===== src/sv/md5bc_pkg.sv =====
// md5bc_pkg: types, constants and tables shared by the MD5 block compression engine.
// Holds the microcode ROM, round constants and rotation table.
// No dependencies.
package md5bc_pkg;

  // standard chaining value after reset or a new message
  localparam logic [31:0] IV_A = 32'h67452301;
  localparam logic [31:0] IV_B = 32'hefcdab89;
  localparam logic [31:0] IV_C = 32'h98badcfe;
  localparam logic [31:0] IV_D = 32'h10325476;

  localparam int unsigned NUM_ROUNDS = 64;
  localparam int unsigned BLOCK_WORDS = 16;

  typedef logic [5:0]  round_idx_t;
  typedef logic [3:0]  word_idx_t;
  typedef logic [31:0] word_t;

  // round groups (top two bits of the round number)
  localparam logic [1:0] GRP_F = 2'd0;
  localparam logic [1:0] GRP_G = 2'd1;
  localparam logic [1:0] GRP_H = 2'd2;
  localparam logic [1:0] GRP_I = 2'd3;

  localparam word_t ROUND_K [NUM_ROUNDS] = '{
    32'hd76aa478, 32'he8c7b756, 32'h242070db, 32'hc1bdceee,
    32'hf57c0faf, 32'h4787c62a, 32'ha8304613, 32'hfd469501,
    32'h698098d8, 32'h8b44f7af, 32'hffff5bb1, 32'h895cd7be,
    32'h6b901122, 32'hfd987193, 32'ha679438e, 32'h49b40821,
    32'hf61e2562, 32'hc040b340, 32'h265e5a51, 32'he9b6c7aa,
    32'hd62f105d, 32'h02441453, 32'hd8a1e681, 32'he7d3fbc8,
    32'h21e1cde6, 32'hc33707d6, 32'hf4d50d87, 32'h455a14ed,
    32'ha9e3e905, 32'hfcefa3f8, 32'h676f02d9, 32'h8d2a4c8a,
    32'hfffa3942, 32'h8771f681, 32'h6d9d6122, 32'hfde5380c,
    32'ha4beea44, 32'h4bdecfa9, 32'hf6bb4b60, 32'hbebfbc70,
    32'h289b7ec6, 32'heaa127fa, 32'hd4ef3085, 32'h04881d05,
    32'hd9d4d039, 32'he6db99e5, 32'h1fa27cf8, 32'hc4ac5665,
    32'hf4292244, 32'h432aff97, 32'hab9423a7, 32'hfc93a039,
    32'h655b59c3, 32'h8f0ccc92, 32'hffeff47d, 32'h85845dd1,
    32'h6fa87e4f, 32'hfe2ce6e0, 32'ha3014314, 32'h4e0811a1,
    32'hf7537e82, 32'hbd3af235, 32'h2ad7d2bb, 32'heb86d391
  };

  // indexed by {group, round[1:0]}
  localparam logic [4:0] ROT_AMT [16] = '{
    5'd7, 5'd12, 5'd17, 5'd22,
    5'd5, 5'd9,  5'd14, 5'd20,
    5'd4, 5'd11, 5'd16, 5'd23,
    5'd6, 5'd10, 5'd15, 5'd21
  };

  // message word used by a round
  function automatic word_idx_t msg_index(input round_idx_t rnd);
    word_idx_t low;
    word_idx_t idx;
    low = rnd[3:0];
    case (rnd[5:4])
      GRP_F:   idx = low;
      GRP_G:   idx = low * 4'd5 + 4'd1;
      GRP_H:   idx = low * 4'd3 + 4'd5;
      GRP_I:   idx = low * 4'd7;
      default: idx = low;
    endcase
    return idx;
  endfunction

  // ---- microcode ----
  typedef logic [1:0] upc_t;

  typedef enum logic [1:0] {
    UOP_COLLECT,   // take message words into the buffer
    UOP_PREFETCH,  // load working words, read first message word
    UOP_ROUND,     // one MD5 round
    UOP_FINISH     // fold into chaining value, present result
  } uop_t;

  typedef enum logic [1:0] {
    UC_NEVER,        // always fall through
    UC_BLOCK_OPEN,   // block not yet complete this cycle
    UC_ROUNDS_LEFT,  // more rounds to run
    UC_OUT_BUSY      // result register still occupied
  } ucond_t;

  typedef struct packed {
    uop_t   op;
    ucond_t cond;    // jump to target when true, else next step
    upc_t   target;
  } uword_t;

  localparam int unsigned UCODE_DEPTH = 4;

  localparam uword_t UCODE [UCODE_DEPTH] = '{
    '{op: UOP_COLLECT,  cond: UC_BLOCK_OPEN,  target: 2'd0},
    '{op: UOP_PREFETCH, cond: UC_NEVER,       target: 2'd0},
    '{op: UOP_ROUND,    cond: UC_ROUNDS_LEFT, target: 2'd2},
    '{op: UOP_FINISH,   cond: UC_OUT_BUSY,    target: 2'd3}
  };

endpackage


===== src/sv/md5bc_if.sv =====
// md5bc_if: valid/ready channel interfaces for the MD5 block compression engine.
// Message word input channel and chaining value result channel.
// No dependencies.
interface md5bc_in_if;
  logic        valid;
  logic        ready;
  logic [31:0] message_word;
  logic        new_message;

  modport source(output valid, message_word, new_message, input ready);
  modport sink(input valid, message_word, new_message, output ready);
endinterface

interface md5bc_out_if;
  logic        valid;
  logic        ready;
  logic [31:0] hash_a;
  logic [31:0] hash_b;
  logic [31:0] hash_c;
  logic [31:0] hash_d;

  modport source(output valid, hash_a, hash_b, hash_c, hash_d, input ready);
  modport sink(input valid, hash_a, hash_b, hash_c, hash_d, output ready);
endinterface


===== src/sv/md5_block_compression.sv =====
// md5_block_compression: MD5 compression engine, microcoded sequencer top level.
// Depends on md5bc_pkg and the channel interfaces in md5bc_if.
//
// Takes one 32-bit message word per input beat, word 0 of a block first; a
// beat with new_message set reloads the standard initial chaining value and
// starts a fresh block at word 0 (a partial block is dropped). Words are taken
// one per cycle while the block collects; after the sixteenth word the input
// stalls while the block runs its steps in order: a step that loads the working
// words and reads the first message word, 64 rounds at one round per cycle on
// a single round unit fed from the one-read-port word buffer, and a step that
// folds the result into the chaining value. The finishing step waits while an
// earlier result is still in the output register. Each full block gives one
// result beat carrying the four chaining words.
module md5_block_compression (
  input  logic         clk,
  input  logic         rst_n,
  md5bc_in_if.sink     in_ch,
  md5bc_out_if.source  out_ch
);

  // ---- sequencer ----
  md5bc_pkg::upc_t   pc_r, pc_nxt;
  md5bc_pkg::uword_t uw;
  logic              cond_hit;

  // ---- collection ----
  md5bc_pkg::word_idx_t cnt_r, cnt_nxt;
  md5bc_pkg::word_idx_t wr_idx;
  logic                 in_beat;

  // ---- word buffer (one write, one registered read) ----
  md5bc_pkg::word_t     buf_mem [md5bc_pkg::BLOCK_WORDS];
  md5bc_pkg::word_t     mem_rd_r;
  md5bc_pkg::word_idx_t rd_addr;

  // ---- round datapath ----
  md5bc_pkg::word_t       cv_r [4];
  md5bc_pkg::word_t       cv_nxt [4];
  md5bc_pkg::word_t       a_r, b_r, c_r, d_r;
  md5bc_pkg::round_idx_t  rnd_r;
  md5bc_pkg::round_idx_t  rnd_inc;
  md5bc_pkg::word_t       f_val, sum, rot;
  logic [63:0]            rot_dbl;
  logic [4:0]             rot_amt;

  // ---- result register ----
  logic             out_valid_r, out_valid_nxt;
  md5bc_pkg::word_t hash_r [4];
  logic             out_free;

  assign uw       = md5bc_pkg::UCODE[pc_r];
  assign in_ch.ready = (uw.op == md5bc_pkg::UOP_COLLECT);
  assign in_beat  = in_ch.valid && in_ch.ready;
  // new message restarts at word 0 regardless of the count
  assign wr_idx   = in_ch.new_message ? '0 : cnt_r;
  assign out_free = !out_valid_r || out_ch.ready;
  assign rnd_inc  = md5bc_pkg::round_idx_t'(rnd_r + 1'b1);

  // step sequencing: conditional jump or fall through
  always_comb begin
    case (uw.cond)
      md5bc_pkg::UC_NEVER:       cond_hit = 1'b0;
      md5bc_pkg::UC_BLOCK_OPEN:  cond_hit = !(in_beat && (wr_idx == 4'd15));
      md5bc_pkg::UC_ROUNDS_LEFT: cond_hit = (rnd_r != 6'd63);
      md5bc_pkg::UC_OUT_BUSY:    cond_hit = !out_free;
      default:                   cond_hit = 1'b0;
    endcase
    pc_nxt = cond_hit ? uw.target : md5bc_pkg::upc_t'(pc_r + 1'b1);
  end

  always_comb begin
    cnt_nxt = cnt_r;
    if (in_beat) begin
      cnt_nxt = md5bc_pkg::word_idx_t'(wr_idx + 1'b1);   // wraps to 0 after word 15
    end
  end

  // read address runs one round ahead of the datapath
  always_comb begin
    if (uw.op == md5bc_pkg::UOP_PREFETCH) begin
      rd_addr = md5bc_pkg::msg_index('0);
    end else begin
      rd_addr = md5bc_pkg::msg_index(rnd_inc);
    end
  end

  always_ff @(posedge clk) begin
    if (in_beat) begin
      buf_mem[wr_idx] <= in_ch.message_word;
    end
    mem_rd_r <= buf_mem[rd_addr];
  end

  // one MD5 round
  always_comb begin
    case (rnd_r[5:4])
      md5bc_pkg::GRP_F: f_val = d_r ^ (b_r & (c_r ^ d_r));
      md5bc_pkg::GRP_G: f_val = c_r ^ (d_r & (b_r ^ c_r));
      md5bc_pkg::GRP_H: f_val = b_r ^ c_r ^ d_r;
      md5bc_pkg::GRP_I: f_val = c_r ^ (b_r | ~d_r);
      default:          f_val = '0;
    endcase
    sum     = a_r + f_val + mem_rd_r + md5bc_pkg::ROUND_K[rnd_r];
    rot_amt = md5bc_pkg::ROT_AMT[{rnd_r[5:4], rnd_r[1:0]}];
    rot_dbl = {sum, sum} << rot_amt;
    rot     = rot_dbl[63:32];
  end

  // chaining value: reload on a new message, fold at the end of a block
  always_comb begin
    for (int i = 0; i < 4; i++) begin
      cv_nxt[i] = cv_r[i];
    end
    if (in_beat && in_ch.new_message) begin
      cv_nxt[0] = md5bc_pkg::IV_A;
      cv_nxt[1] = md5bc_pkg::IV_B;
      cv_nxt[2] = md5bc_pkg::IV_C;
      cv_nxt[3] = md5bc_pkg::IV_D;
    end else if (uw.op == md5bc_pkg::UOP_FINISH && out_free) begin
      cv_nxt[0] = cv_r[0] + a_r;
      cv_nxt[1] = cv_r[1] + b_r;
      cv_nxt[2] = cv_r[2] + c_r;
      cv_nxt[3] = cv_r[3] + d_r;
    end
  end

  always_comb begin
    out_valid_nxt = out_valid_r && !out_ch.ready;
    if (uw.op == md5bc_pkg::UOP_FINISH && out_free) begin
      out_valid_nxt = 1'b1;
    end
  end

  // control state and chaining value
  always_ff @(posedge clk) begin
    if (!rst_n) begin
      pc_r        <= '0;
      cnt_r       <= '0;
      out_valid_r <= 1'b0;
      cv_r[0]     <= md5bc_pkg::IV_A;
      cv_r[1]     <= md5bc_pkg::IV_B;
      cv_r[2]     <= md5bc_pkg::IV_C;
      cv_r[3]     <= md5bc_pkg::IV_D;
    end else begin
      pc_r        <= pc_nxt;
      cnt_r       <= cnt_nxt;
      out_valid_r <= out_valid_nxt;
      for (int i = 0; i < 4; i++) begin
        cv_r[i] <= cv_nxt[i];
      end
    end
  end

  // working words, round counter, result payload
  always_ff @(posedge clk) begin
    case (uw.op)
      md5bc_pkg::UOP_PREFETCH: begin
        a_r   <= cv_r[0];
        b_r   <= cv_r[1];
        c_r   <= cv_r[2];
        d_r   <= cv_r[3];
        rnd_r <= '0;
      end
      md5bc_pkg::UOP_ROUND: begin
        a_r   <= d_r;
        b_r   <= b_r + rot;
        c_r   <= b_r;
        d_r   <= c_r;
        rnd_r <= rnd_inc;
      end
      md5bc_pkg::UOP_FINISH: begin
        if (out_free) begin
          for (int i = 0; i < 4; i++) begin
            hash_r[i] <= cv_nxt[i];
          end
        end
      end
      default: begin
      end
    endcase
  end

  assign out_ch.valid  = out_valid_r;
  assign out_ch.hash_a = hash_r[0];
  assign out_ch.hash_b = hash_r[1];
  assign out_ch.hash_c = hash_r[2];
  assign out_ch.hash_d = hash_r[3];

endmodule


===== src/flat_wrapper.sv =====
// flat-port wrapper written by rule: the top's interface ports become plain ports
module md5_block_compression_flat 
  (clk, rst_n, in_ch_valid, in_ch_message_word, in_ch_new_message, in_ch_ready, out_ch_valid, out_ch_hash_a, out_ch_hash_b, out_ch_hash_c, out_ch_hash_d, out_ch_ready);
  md5bc_in_if in_ch_i ();
  md5bc_out_if out_ch_i ();
  input  logic clk;
  input  logic rst_n;
  input wire logic [$bits(in_ch_i.valid)-1:0] in_ch_valid;
  input wire logic [$bits(in_ch_i.message_word)-1:0] in_ch_message_word;
  input wire logic [$bits(in_ch_i.new_message)-1:0] in_ch_new_message;
  output wire logic [$bits(in_ch_i.ready)-1:0] in_ch_ready;
  output wire logic [$bits(out_ch_i.valid)-1:0] out_ch_valid;
  output wire logic [$bits(out_ch_i.hash_a)-1:0] out_ch_hash_a;
  output wire logic [$bits(out_ch_i.hash_b)-1:0] out_ch_hash_b;
  output wire logic [$bits(out_ch_i.hash_c)-1:0] out_ch_hash_c;
  output wire logic [$bits(out_ch_i.hash_d)-1:0] out_ch_hash_d;
  input wire logic [$bits(out_ch_i.ready)-1:0] out_ch_ready;
  assign in_ch_i.valid = in_ch_valid;
  assign in_ch_i.message_word = in_ch_message_word;
  assign in_ch_i.new_message = in_ch_new_message;
  assign in_ch_ready = in_ch_i.ready;
  assign out_ch_valid = out_ch_i.valid;
  assign out_ch_hash_a = out_ch_i.hash_a;
  assign out_ch_hash_b = out_ch_i.hash_b;
  assign out_ch_hash_c = out_ch_i.hash_c;
  assign out_ch_hash_d = out_ch_i.hash_d;
  assign out_ch_i.ready = out_ch_ready;
  md5_block_compression u_core (.clk(clk), .rst_n(rst_n), .in_ch(in_ch_i), .out_ch(out_ch_i));
endmodule

===== config.mk =====
export PLATFORM = sky130hd
export DESIGN_NAME = md5_block_compression_flat
export DESIGN_NICKNAME = d
export VERILOG_FILES = /design/src/sv/md5bc_pkg.sv /design/src/sv/md5bc_if.sv /design/src/sv/md5_block_compression.sv /design/src/flat_wrapper.sv
export SDC_FILE = /design/constraint.sdc
export NUM_CORES = 2
export LEC_CHECK = 0
export BUFFER_PORTS_ARGS = -buffer_cell sky130_fd_sc_hd__buf_2
export CORE_MARGIN = 3
export CORE_UTILIZATION = 47
export DETAILED_ROUTE_END_ITERATION = 16
export SLEW_MARGIN = 20
export SYNTH_ARGS = -nofsm -noshare
export SYNTH_HDL_FRONTEND = slang
export SYNTH_SLANG_ARGS = --single-unit

===== constraint.sdc =====
create_clock -name clk -period 10.6 [get_ports clk]
set_clock_uncertainty 0.05 [all_clocks]
set_input_delay 3.18 -clock clk [delete_from_list [all_inputs] [get_ports clk]]
set_output_delay 3.18 -clock clk [all_outputs]
set_load 0.02 [all_outputs]

==> impl_metrics.sql <==
INSERT INTO impl_metrics (metric_group, metric, value, unit) VALUES
('final_layout', 'areaGrowthSynthToFinish', '11.3', '%'),
('route', 'detail_route.wl_per_cell', '25.3', 'µm'),
('power', 'p_clk_share', '45.6', '%'),
('cts', 'htreeDepth', '3', ''),
('route', 'vias_per_cell', '6.06', ''),
('die', 'coreArea', '0.113', 'mm²'),
('power', 'comb_power_share', '3.6', '%'),
('timing', 'post-route-min-period', '10.06', 'ns'),
('timing', 'final_hold_viol_count', '0', ''),
('timing', 'min_period_over_period', '94.9', '%'),
('setup_path', 'critPathBufInv', '5', ''),
('place', 'place_ws', '0.422', 'ns'),
('setup_path', 'ff2ff_path_depth', '40', ''),
('yosys', 'top_post_synthesis_cells_by_area', 'sky130_fd_sc_hd__edfxtp_1 (43%), sky130_fd_sc_hd__dfxtp_1 (6.2%), sky130_fd_sc_hd__mux4_2 (5.9%), sky130_fd_sc_hd__ha_1 (5.1%), sky130_fd_sc_hd__a21oi_1 (3.2%)', ''),
('cts', 'cts_bufs_inserted', '99', ''),
('place', 'post-dp-hpwl', '112000', 'µm'),
('yosys', 'yosysMostFrequentCell', 'sky130_fd_sc_hd__edfxtp_1', ''),
('cts', 'post_cts.resized_instances', '0', ''),
('timing', 'timing_max_transition_violations_final', '0', ''),
('setup_path', 'path_delay_family', 'compound AO/OA/AOI/OAI gates', ''),
('setup_path', 'crit_path_end_kind', 'register', ''),
('setup_path', 'timing.critical_path.required', '10.97', 'ns'),
('cts', 'clock_tree.buffer_depth', '3', ''),
('power', 'netSwitchingPower', '1.72', 'mW'),
('die', 'rows', '123', ''),
('yosys', 'synth_top_area_share', '43.0', '%'),
('grt', 'grt_overflow', '0', ''),
('setup_path', 'timing.critical_path.arrival', '10.42', 'ns'),
('yosys', 'synth.lib_cells_used.distinct', '100', ''),
('yosys', 'yosys.area.top_type', 'sky130_fd_sc_hd__edfxtp_1', ''),
('yosys', 'number_of_enable_type_register_cells_in_the_synthesized_netlist', '774', ''),
('setup_path', 'path_depth', '40', ''),
('run', 'timing.max_cap.violations', '0', ''),
('timing', 'rsz0062_at_grt', 'no', ''),
('yosys', 'postSynth.topFlopCell', 'sky130_fd_sc_hd__edfxtp_1', ''),
('cts', 'cts_sinks', '941', ''),
('route', 'post-route-drc-count', '0', ''),
('die', 'die_h', '345', 'µm'),
('setup_path', 'cpMaxStageDelayCell', 'sky130_fd_sc_hd__edfxtp_1', ''),
('timing', 'worst_slack', '0.541', 'ns'),
('timing', 'setup-violations-final', '0', ''),
('yosys', 'postSynthNetCount', '5052', ''),
('yosys', 'synth_seq_cells', '941', ''),
('yosys', 'seq_area_frac_synth', '49.2', '%'),
('final_layout', 'finish.net_count', '5157', ''),
('route', 'via_total_after_detailed_routing', '38900', ''),
('setup_path', 'cp_max_fo', '9', ''),
('min_path', 'hold_wc_path_type', 'reg -> reg', ''),
('power', 'vdd_ir_drop_max', '0.194', 'mV'),
('timing', 'fmaxAchievable', '99.4', 'MHz'),
('cts', 'cts_hold_repair.buffers', '0', ''),
('yosys', 'top_post_synthesis_cells_by_count', 'sky130_fd_sc_hd__edfxtp_1 (774), sky130_fd_sc_hd__nand2_1 (365), sky130_fd_sc_hd__a21oi_1 (348)', ''),
('place', 'number_of_port_buffers', '166', ''),
('final_layout', 'final_layout_size_suffix_gt1_share', '17.3', '%'),
('die', 'floorplan.initialDensity', '47.7', '%'),
('timing', 'setup-tns-final', '0', 'ns'),
('timing', 'tightest_slew', '1.07', 'ns'),
('run_status', 'run_status', 'completed', ''),
('yosys', 'post_synth.cell_area_avg', '11.4', 'µm²'),
('yosys', 'synthesis.yosys.warnings', '0', ''),
('power', 'intPower', '6.15', 'mW'),
('route', 'drt_first_iter_violations', '4042', ''),
('die', 'io-pin-count', '167', ''),
('die', 'dieArea', '0.119', 'mm²'),
('grt', 'antenna_violations_before_repair', '9', ''),
('yosys', 'synth_async_sr_flop_share', '0', '%'),
('grt', 'vias_in_the_first_global_route', '36700', ''),
('setup_path', 'worst_path_largest_cell_delay', '0.54', 'ns'),
('die', 'die_x', '345', 'µm'),
('route', 'antenna_violating_nets_post_route', '0', ''),
('setup_path', 'setup.reg_to_reg.worst_slack', '0.54', 'ns');
-- per-layer routing --
layer	track usage, %	up-vias	part of all wire (%)
li1	-	17900	-
met1	37.8	19300	44
met2	41.8	1401	46
met3	3.92	240	6.5
met4	8.58	4	3.3
met5	0	-	0.014
-- flip-flops by register name (all words and copies together), names as in the netlist --
signal / cells
u_core.cnt_r: 4
u_core.a_r: 32
u_core.pc_r: 2
u_core.rnd_r: 6
u_core.cv_r: 128
u_core.b_r: 32
u_core.buf_mem: 512
u_core.mem_rd_r: 32
u_core.d_r: 32
u_core.c_r: 32
u_core.out_ch.valid: 1
u_core.hash_r: 128
-- final timing paths --
path | from | endpoint
max | u_core.rnd_r[0] | u_core.b_r[26]
min | u_core.cnt_r[1] | u_core.cnt_r[1]
max reg2reg | u_core.rnd_r[0] | u_core.b_r[26]
min reg2reg | u_core.cnt_r[1] | u_core.cnt_r[1]
-- final cells by class --
class                           instances  area [µm²]
Inverter                              267        1010
Sequential cell                       941       26600
Antenna cell                            3        7.51
Fill cell                            9962       53100
Tap cell                             1500        1880
Clock inverter                         59         681
Multi-Input combinational cell       3250       25500
Timing Repair Buffer                  271        1760
Clock buffer                          128        2710
-- worst min-delay path: stages (launching register included) --
cell and delay [ns]:
sky130_fd_sc_hd__dfxtp_1 0.32, sky130_fd_sc_hd__nand2_1 0.06, sky130_fd_sc_hd__a21oi_1 0.05
-- metrics by stage --
| stage | area, µm² | cells | total power [mW] | hold WS, ns | utilization (%) |
|---|---|---|---|---|---|
| 6_report | 60100 | 6419 | 7.87 | 0.425 | 53.1 |
| 5_1_grt | 60100 | 6416 | 8.10 | 0.443 | 53.1 |
| 4_1_cts | 60100 | 6416 | 7.94 | 0.424 | 53.0 |
| 3_5_place_dp | 56700 | 6229 | 4.36 | 0.415 | 50.0 |
| 3_3_place_gp | 56700 | 6229 | 4.36 | 0.419 | 50.0 |
| 2_1_floorplan | 54000 | 4725 | 4.25 | 0.396 | - |
-- cell families (layout without fill, tap and decap cells) --
group | count (synthesis) | after routing | synth area share [%]
buffers and inverters | 534 | 725 | 4.13
and+or+nand+nor | 1193 | 1193 | 10.5
other | 0 | 3 | 0
DFF | 941 | 941 | 49.2
adders and majority gates | 321 | 321 | 8.23
AOI/OAI and AO/OA | 1150 | 1150 | 13.9
xor gates and xnor gates | 188 | 188 | 3.06
muxes | 398 | 398 | 11.0
-- cells in the final DEF (no fill, tap or decap), types with 142 or more instances in the layout --
cell type	synthesis	routed
sky130_fd_sc_hd__nand2_1	365	362
sky130_fd_sc_hd__a21oi_1	348	346
sky130_fd_sc_hd__o21ai_0	209	207
sky130_fd_sc_hd__mux4_2	142	142
sky130_fd_sc_hd__dfxtp_1	167	167
sky130_fd_sc_hd__nor2_1	282	263
sky130_fd_sc_hd__buf_2	21	166
sky130_fd_sc_hd__inv_1	264	262
sky130_fd_sc_hd__edfxtp_1	774	774
sky130_fd_sc_hd__ha_1	222	217
-- power groups by stage --
stage | clock [mW] | sequential (mW) | combinational, mW
after CTS | 3.66 | 4.00 | 0.281
after global routing | 3.79 | 4.00 | 0.310
after global placement | 0 | 4.08 | 0.278
after detailed placement | 0 | 4.08 | 0.279
final | 3.59 | 4.00 | 0.284
after floorplan | 0 | 4.08 | 0.172
Note: power is estimated with default switching activity, not from simulation.
